--- src/rtl/vpj_pkg.sv ---
// Shared types, register indexes and reset constants of the velocity PID block.
package vpj_pkg;

  localparam int unsigned GAIN_FRAC_BITS_DEF = 8;
  // Width of the full sum of the three gain products before the fraction shift.
  localparam int unsigned SUM_W = 36;

  typedef logic [7:0] cfg_idx_t;

  localparam cfg_idx_t REG_GAIN_P        = 8'd0;
  localparam cfg_idx_t REG_GAIN_I        = 8'd1;
  localparam cfg_idx_t REG_GAIN_D        = 8'd2;
  localparam cfg_idx_t REG_DRIVE_MAX     = 8'd3;
  localparam cfg_idx_t REG_DRIVE_MIN     = 8'd4;
  localparam cfg_idx_t REG_INTEG_LIMIT   = 8'd5;
  localparam cfg_idx_t REG_JAM_THRESHOLD = 8'd6;
  localparam cfg_idx_t REG_REVERSE_TICKS = 8'd7;

  localparam logic signed [15:0] DRIVE_MAX_RST     = 16'sd10000;
  localparam logic signed [15:0] DRIVE_MIN_RST     = -16'sd10000;
  localparam logic [14:0]        INTEG_LIMIT_RST   = 15'd4000;
  localparam logic [14:0]        JAM_THRESHOLD_RST = 15'd8000;
  localparam logic [7:0]         REVERSE_TICKS_RST = 8'd50;
  localparam logic [7:0]         REV_COUNT_IDLE    = 8'd255;

  typedef struct packed {
    logic signed [15:0] ref_speed;
    logic signed [15:0] meas_speed;
  } vpj_in_t;

  typedef struct packed {
    logic signed [15:0] drive;
    logic               reversing;
  } vpj_out_t;

  typedef struct packed {
    logic [15:0]        gain_p;
    logic [15:0]        gain_i;
    logic [15:0]        gain_d;
    logic signed [15:0] drive_max;
    logic signed [15:0] drive_min;
    logic [14:0]        integ_limit;
    logic [14:0]        jam_threshold;
    logic [7:0]         reverse_ticks;
  } vpj_cfg_t;

endpackage

--- src/rtl/velocity_pid_with_jam_reverse.sv ---
// Top level of the velocity PID controller with jam reversal.
// A request accepted into the input register passes through the datapath to the result register
// and the output; throughput is one request per cycle while the output is not stalled.
// A result held by a stalled output still lets the input register take one more request.
// Reset: asynchronous and active low; clears integral, previous error, reversal counter
// (to idle) and both valid flags, and restores the configuration defaults.
module velocity_pid_with_jam_reverse #(
  parameter int unsigned GAIN_FRAC_BITS = vpj_pkg::GAIN_FRAC_BITS_DEF
) (
  input  logic              clk_i,
  input  logic              rst_ni,
  input  logic              in_valid_i,
  output logic              in_ready_o,
  input  vpj_pkg::vpj_in_t  in_req_i,
  output logic              out_valid_o,
  input  logic              out_ready_i,
  output vpj_pkg::vpj_out_t out_rsp_o,
  input  logic              cfg_valid_i,
  output logic              cfg_ready_o,
  input  vpj_pkg::cfg_idx_t cfg_index_i,
  input  logic [15:0]       cfg_data_i
);
  import vpj_pkg::*;

  vpj_cfg_t cfg;
  vpj_in_t  in_req_q;
  logic     in_valid_q, in_valid_d;
  vpj_out_t out_rsp_q, core_rsp;
  logic     out_valid_q, out_valid_d;
  logic     advance;

  assign advance     = in_valid_q && (!out_valid_q || out_ready_i);
  assign in_ready_o  = !in_valid_q || advance;
  assign out_valid_o = out_valid_q;
  assign out_rsp_o   = out_rsp_q;

  vpj_cfg u_cfg (
    .clk_i       (clk_i),
    .rst_ni      (rst_ni),
    .cfg_valid_i (cfg_valid_i),
    .cfg_ready_o (cfg_ready_o),
    .cfg_index_i (cfg_index_i),
    .cfg_data_i  (cfg_data_i),
    .cfg_o       (cfg)
  );

  vpj_core #(
    .GAIN_FRAC_BITS (GAIN_FRAC_BITS)
  ) u_core (
    .clk_i     (clk_i),
    .rst_ni    (rst_ni),
    .advance_i (advance),
    .req_i     (in_req_q),
    .cfg_i     (cfg),
    .rsp_o     (core_rsp)
  );

  always_comb begin
    in_valid_d = in_valid_q;
    if (in_valid_i && in_ready_o) begin
      in_valid_d = 1'b1;
    end else if (advance) begin
      in_valid_d = 1'b0;
    end
    out_valid_d = out_valid_q;
    if (advance) begin
      out_valid_d = 1'b1;
    end else if (out_ready_i) begin
      out_valid_d = 1'b0;
    end
  end

  always_ff @(posedge clk_i or negedge rst_ni) begin
    if (!rst_ni) begin
      in_valid_q  <= 1'b0;
      out_valid_q <= 1'b0;
    end else begin
      in_valid_q  <= in_valid_d;
      out_valid_q <= out_valid_d;
    end
  end

  always_ff @(posedge clk_i) begin
    if (in_valid_i && in_ready_o) begin
      in_req_q <= in_req_i;
    end
    if (advance) begin
      out_rsp_q <= core_rsp;
    end
  end

  // A new result only appears after the input register handed a request over.
  assert property (@(posedge clk_i) disable iff (!rst_ni)
    $rose(out_valid_o) |-> $past(advance))
    else $error("result appeared without an advancing request");

  // A waiting request is never dropped while the output is stalled.
  assert property (@(posedge clk_i) disable iff (!rst_ni)
    in_valid_q && !advance |=> in_valid_q && $stable(in_req_q))
    else $error("stalled request lost from the input register");

  // Reversal saturates, so a reversed drive never shows the most negative code.
  assert property (@(posedge clk_i) disable iff (!rst_ni)
    out_valid_o && out_rsp_o.reversing |-> out_rsp_o.drive != 16'sh8000)
    else $error("reversed drive not saturated");

endmodule

--- src/rtl/vpj_cfg.sv ---
// Configuration register file of the velocity PID block.
module vpj_cfg (
  input  logic              clk_i,
  input  logic              rst_ni,
  input  logic              cfg_valid_i,
  output logic              cfg_ready_o,
  input  vpj_pkg::cfg_idx_t cfg_index_i,
  input  logic [15:0]       cfg_data_i,
  output vpj_pkg::vpj_cfg_t cfg_o
);
  import vpj_pkg::*;

  vpj_cfg_t cfg_q;

  assign cfg_ready_o = 1'b1;
  assign cfg_o       = cfg_q;

  always_ff @(posedge clk_i or negedge rst_ni) begin
    if (!rst_ni) begin
      cfg_q.gain_p        <= '0;
      cfg_q.gain_i        <= '0;
      cfg_q.gain_d        <= '0;
      cfg_q.drive_max     <= DRIVE_MAX_RST;
      cfg_q.drive_min     <= DRIVE_MIN_RST;
      cfg_q.integ_limit   <= INTEG_LIMIT_RST;
      cfg_q.jam_threshold <= JAM_THRESHOLD_RST;
      cfg_q.reverse_ticks <= REVERSE_TICKS_RST;
    end else if (cfg_valid_i) begin
      // Indexes past the last register are dropped.
      unique case (cfg_index_i)
        REG_GAIN_P:        cfg_q.gain_p        <= cfg_data_i;
        REG_GAIN_I:        cfg_q.gain_i        <= cfg_data_i;
        REG_GAIN_D:        cfg_q.gain_d        <= cfg_data_i;
        REG_DRIVE_MAX:     cfg_q.drive_max     <= $signed(cfg_data_i);
        REG_DRIVE_MIN:     cfg_q.drive_min     <= $signed(cfg_data_i);
        REG_INTEG_LIMIT:   cfg_q.integ_limit   <= cfg_data_i[14:0];
        REG_JAM_THRESHOLD: cfg_q.jam_threshold <= cfg_data_i[14:0];
        REG_REVERSE_TICKS: cfg_q.reverse_ticks <= cfg_data_i[7:0];
        default: ;
      endcase
    end
  end

endmodule

--- src/rtl/vpj_core.sv ---
// PID datapath with integral clamp, drive clamp, jam detection and reversal counter.
module vpj_core #(
  parameter int unsigned GAIN_FRAC_BITS = vpj_pkg::GAIN_FRAC_BITS_DEF
) (
  input  logic              clk_i,
  input  logic              rst_ni,
  input  logic              advance_i,
  input  vpj_pkg::vpj_in_t  req_i,
  input  vpj_pkg::vpj_cfg_t cfg_i,
  output vpj_pkg::vpj_out_t rsp_o
);
  import vpj_pkg::*;

  localparam int unsigned SHW = SUM_W - GAIN_FRAC_BITS;

  logic signed [16:0] prev_err_q;
  logic signed [15:0] integ_q;
  logic [7:0]         rev_cnt_q, rev_cnt_d;

  logic signed [16:0]    err;
  logic signed [17:0]    diff, acc_raw, acc_clamp, lim_pos, lim_neg;
  logic signed [15:0]    acc;
  logic signed [16:0]    gp_s, gi_s, gd_s;
  logic signed [33:0]    p_prod;
  logic signed [32:0]    i_prod;
  logic signed [34:0]    d_prod;
  logic signed [SUM_W-1:0] sum;
  logic signed [SHW-1:0] shifted, dmax_w, dmin_w;
  logic signed [15:0]    d16, d_neg;
  logic signed [16:0]    d17, thr_pos, thr_neg;
  logic                  jam;
  logic [7:0]            cnt_start;
  logic                  rev;

  always_comb begin
    err     = 17'(req_i.ref_speed) - 17'(req_i.meas_speed);
    diff    = 18'(err) - 18'(prev_err_q);
    acc_raw = 18'(integ_q) + 18'(err);
    lim_pos = $signed({3'b000, cfg_i.integ_limit});
    lim_neg = -lim_pos;

    priority if (acc_raw < lim_neg) begin
      acc_clamp = lim_neg;
    end else if (acc_raw > lim_pos) begin
      acc_clamp = lim_pos;
    end else begin
      acc_clamp = acc_raw;
    end
    acc = acc_clamp[15:0];

    gp_s   = $signed({1'b0, cfg_i.gain_p});
    gi_s   = $signed({1'b0, cfg_i.gain_i});
    gd_s   = $signed({1'b0, cfg_i.gain_d});
    p_prod = 34'(gp_s) * 34'(err);
    i_prod = 33'(gi_s) * 33'(acc);
    d_prod = 35'(gd_s) * 35'(diff);
    sum    = SUM_W'(p_prod) + SUM_W'(i_prod) + SUM_W'(d_prod);

    // Arithmetic shift rounds toward minus infinity.
    shifted = SHW'(sum >>> GAIN_FRAC_BITS);
    dmax_w  = SHW'(cfg_i.drive_max);
    dmin_w  = SHW'(cfg_i.drive_min);

    // The low clamp is tested first so crossed limits resolve as specified.
    priority if (shifted <= dmin_w) begin
      d16 = cfg_i.drive_min;
    end else if (shifted >= dmax_w) begin
      d16 = cfg_i.drive_max;
    end else begin
      d16 = shifted[15:0];
    end

    d17     = 17'(d16);
    thr_pos = $signed({2'b00, cfg_i.jam_threshold});
    thr_neg = -thr_pos;
    jam     = ((d17 >= thr_pos) || (d17 <= thr_neg)) && (req_i.meas_speed == 16'sd0);

    cnt_start = jam ? 8'd0 : rev_cnt_q;
    rev       = cnt_start < cfg_i.reverse_ticks;
    d_neg     = (d16 == 16'sh8000) ? 16'sh7FFF : -d16;
    rev_cnt_d = rev ? cnt_start + 8'd1 : cnt_start;

    rsp_o.drive     = rev ? d_neg : d16;
    rsp_o.reversing = rev;
  end

  always_ff @(posedge clk_i or negedge rst_ni) begin
    if (!rst_ni) begin
      prev_err_q <= '0;
      integ_q    <= '0;
      rev_cnt_q  <= REV_COUNT_IDLE;
    end else if (advance_i) begin
      prev_err_q <= err;
      integ_q    <= acc;
      rev_cnt_q  <= rev_cnt_d;
    end
  end

  // A reversed tick always leaves the counter past zero.
  assert property (@(posedge clk_i) disable iff (!rst_ni)
    advance_i && rev |=> rev_cnt_q != 8'd0)
    else $error("reversal counter zero after a reversed tick");

endmodule

--- config.mk ---
export PLATFORM = sky130hd
export DESIGN_NAME = velocity_pid_with_jam_reverse
export DESIGN_NICKNAME = d
export VERILOG_FILES = /design/src/rtl/vpj_pkg.sv /design/src/rtl/velocity_pid_with_jam_reverse.sv /design/src/rtl/vpj_cfg.sv /design/src/rtl/vpj_core.sv
export SDC_FILE = /design/constraint.sdc
export NUM_CORES = 2
export LEC_CHECK = 0
export ABC_AREA = 0
export BUFFER_PORTS_ARGS = -buffer_cell sky130_fd_sc_hd__clkbuf_2
export CORE_UTILIZATION = 32
export CTS_BUF_LIST = sky130_fd_sc_hd__clkbuf_8
export DETAILED_ROUTE_END_ITERATION = 6
export GPL_ROUTABILITY_DRIVEN = 0
export PLACE_DENSITY_LB_ADDON = 0.08
export SLEW_MARGIN = 10
export SYNTH_ARGS = -nofsm -noshare
export SYNTH_HDL_FRONTEND = slang
export SYNTH_SLANG_ARGS = --single-unit
--- constraint.sdc ---
create_clock -name clk_i -period 24.6 [get_ports clk_i]
set_clock_uncertainty 0.2 [all_clocks]
set_input_delay 1.23 -clock clk_i [delete_from_list [all_inputs] [get_ports clk_i]]
set_output_delay 1.23 -clock clk_i [all_outputs]
set_load 0.01 [all_outputs]
==> impl_metrics.json <==
{
  "grt_overflow_total": 0,
  "ctsLongestPathBuffers": 3,
  "numClockSinks": 210,
  "grt_usage": 0.220,
  "hpwl_um": 119000,
  "yosysUniqueCellTypes": 91,
  "drtAntennaViolNets": 0,
  "final_nets": 5960,
  "wl_um": 146000,
  "drv_slew": 0,
  "fin_cells": 6445,
  "max_slew.worst_pin.slew_ps": 1350,
  "finalSetupTns_ps": 0,
  "hold_end": "u_core.prev_err_q[0]",
  "critPathMaxStageDelay_ps": 650,
  "post_cts_buffers": 0,
  "r2r_end": "out_rsp_o[2]",
  "endpoint_kind": "flip-flop",
  "postCtsHoldBufs": 0,
  "period_minus_slack_ps": 22920,
  "critPathLaunch": "in_req_q[0]",
  "ys_top_cells_by_area": "fa_1, ha_1, inv_1",
  "path_delay_family": "compound AO/OA/AOI/OAI gates",
  "antenna_found_initial": 13,
  "floorplan.initialDensity": 0.324,
  "start_kind": "flip-flop",
  "dr.max_layer_used": "met4",
  "dieArea_um2": 137000,
  "cp_max_fo": 37,
  "num_vias": 30900,
  "synth_warnings": 0,
  "cts_resized": 0,
  "reg2reg_slack_ps": 1680,
  "maxCapViolCount": 0,
  "slew_headroom": 0.0916,
  "synthCells": 4584,
  "r2r-start": "in_req_q[0]",
  "ys_ff_latch": 210,
  "pin_count": 81,
  "wl_met1_um": 62600,
  "route.met3.wl_um": 5090,
  "dpl.cell_count": 6352,
  "drive_gt1_frac": 0.105,
  "met2WireLength_um": 75000,
  "hp-start": "u_core.prev_err_q[0]",
  "clk_latency_ps": 690,
  "drc": 0,
  "die_h_um": 370,
  "nFillCells": 13900,
  "path_clk_slew_ps": 60,
  "grt_pass1_wl_um": 222000,
  "synth_seq_area_share": 0.128,
  "status": "finished, final reports clean",
  "synth_edf_count": 49,
  "yosysTopAreaCell": "fa_1",
  "numCtsBuffers": 47,
  "setup_violations": 0,
  "dr.pass1.iters": 6,
  "rows": 134,
  "syn_area_um2": 43400,
  "routed_via_density": 4.79,
  "rsz0062_at_grt": "false",
  "wl_per_cell_um": 22.6,
  "first_global_vias": 33600,
  "cts_tree": "built",
  "ctsRootBufferMaster": "clkbuf_8",
  "crit_required_ps": 24850,
  "synth_top_area_share": 0.380,
  "min_path_type": "reg2reg",
  "portBuffers": 79,
  "cpMostUsedCell": "fa_1",
  "cts_max_level": 2,
  "syn_area_per_cell_um2": 9.47,
  "drt_iter0_drc": 1442,
  "synthArstFlopShare": 0.767,
  "crit_arrival_ps": 23170,
  "cp_num_buf_inv": 7,
  "die_w_um": 370,
  "grt_max_degree": 76,
  "final_common_cell": "inv_1",
  "final_hold_viol_count": 0,
  "mappedNetlistNets": 5911,
  "crit_path_top_delay_cell": "or4b_2",
  "areaGrowthSynthToFinish_pct": 9.02,
  "fmax_mhz": 43.6,
  "core-area_um2": 134000,
  "final_cell_mix": "inv_1, fa_1, nand2_1",
  "finalCritPeriodShare": 0.932,
  "worst-setup-path-type": "reg2reg",
  "synthFlopType": "dfrtp_1",
  "reg2reg_depth": 81,
  "worstHoldPathCells": 2
}
## worst max path at each step
stage                                to  depth (start not counted)
final                      out_rsp_o[2]                         81
after floorplan           out_rsp_o[14]                         87
after detailed placement   out_rsp_o[2]                         79
after global routing       out_rsp_o[2]                         80
after global placement     out_rsp_o[2]                         79
after CTS                  out_rsp_o[2]                         79
## worst min-delay path, delay by kind of cell (launching register included)
kind	cells	cell delay, ps
DFF	1	340
AOI/OAI and AO/OA	1	60
and+or+nand+nor	1	50
## synthesized netlist by cell type, types with 40 or more instances
cell	instances
nor3_1	40
o21ai_0	90
dfrtp_1	125
nor2_1	115
nor2b_1	90
edfxtp_1	49
xnor2_1	72
inv_1	1046
nand2_1	590
mux2_2	129
fa_1	823
and2_1	237
a21oi_1	87
clkbuf_1	140
ha_1	443
## registers in the layout, summed over array words and instances, names as in the netlist
name,flops
u_core.prev_err_q,17
out_rsp_o,17
in_req_q,32
u_core.integ_q,16
u_cfg.cfg_o,118
u_core.rev_cnt_q,8
out_valid_o,1
in_valid_q,1
## stage by stage
| step | instance area, µm² | worst slack, ps | util | hold WS (ps) |
|---|---|---|---|---|
| 6_report | 47300 | 1680 | 0.353 | 283 |
| 5_1_grt | 47300 | 31.9 | 0.353 | 318 |
| 4_1_cts | 47300 | 1610 | 0.353 | 289 |
| 3_5_place_dp | 46200 | 1630 | 0.345 | 277 |
| 3_3_place_gp | 46200 | 1910 | 0.345 | 266 |
| 2_1_floorplan | 43400 | 4040 | - | 250 |
## per-layer routing
layer	GRT usage	vias to the layer above
li1	-	14200
met1	0.285	16100
met2	0.394	505
met3	0.0226	104
met4	0.0462	0
met5	0	-
## cell families after synthesis
family,synth area share
and+or+nand+nor,0.144
adders and majority gates,0.507
buffers and inverters,0.105
other,0.0000864
xor gates and xnor gates,0.0180
DFF,0.128
AOI/OAI and AO/OA,0.0605
muxes,0.0372
## layout make-up
cell class / count / area, µm² / area share
timing repair buffer: 160 / 1010 / 0.0214
tap: 1768 / 2210 / 0.0468
sequential: 210 / 5550 / 0.117
antenna: 5 / 12.5 / 0.000265
inverter: 1047 / 3930 / 0.0831
multi-input combinational: 3167 / 33500 / 0.708
clock buffer: 56 / 771 / 0.0163
clock inverter: 32 / 349 / 0.00738
Power is left out: the tool's default activity adds up to more than one toggle a clock period on the data nets, which glitch-free logic cannot reach.
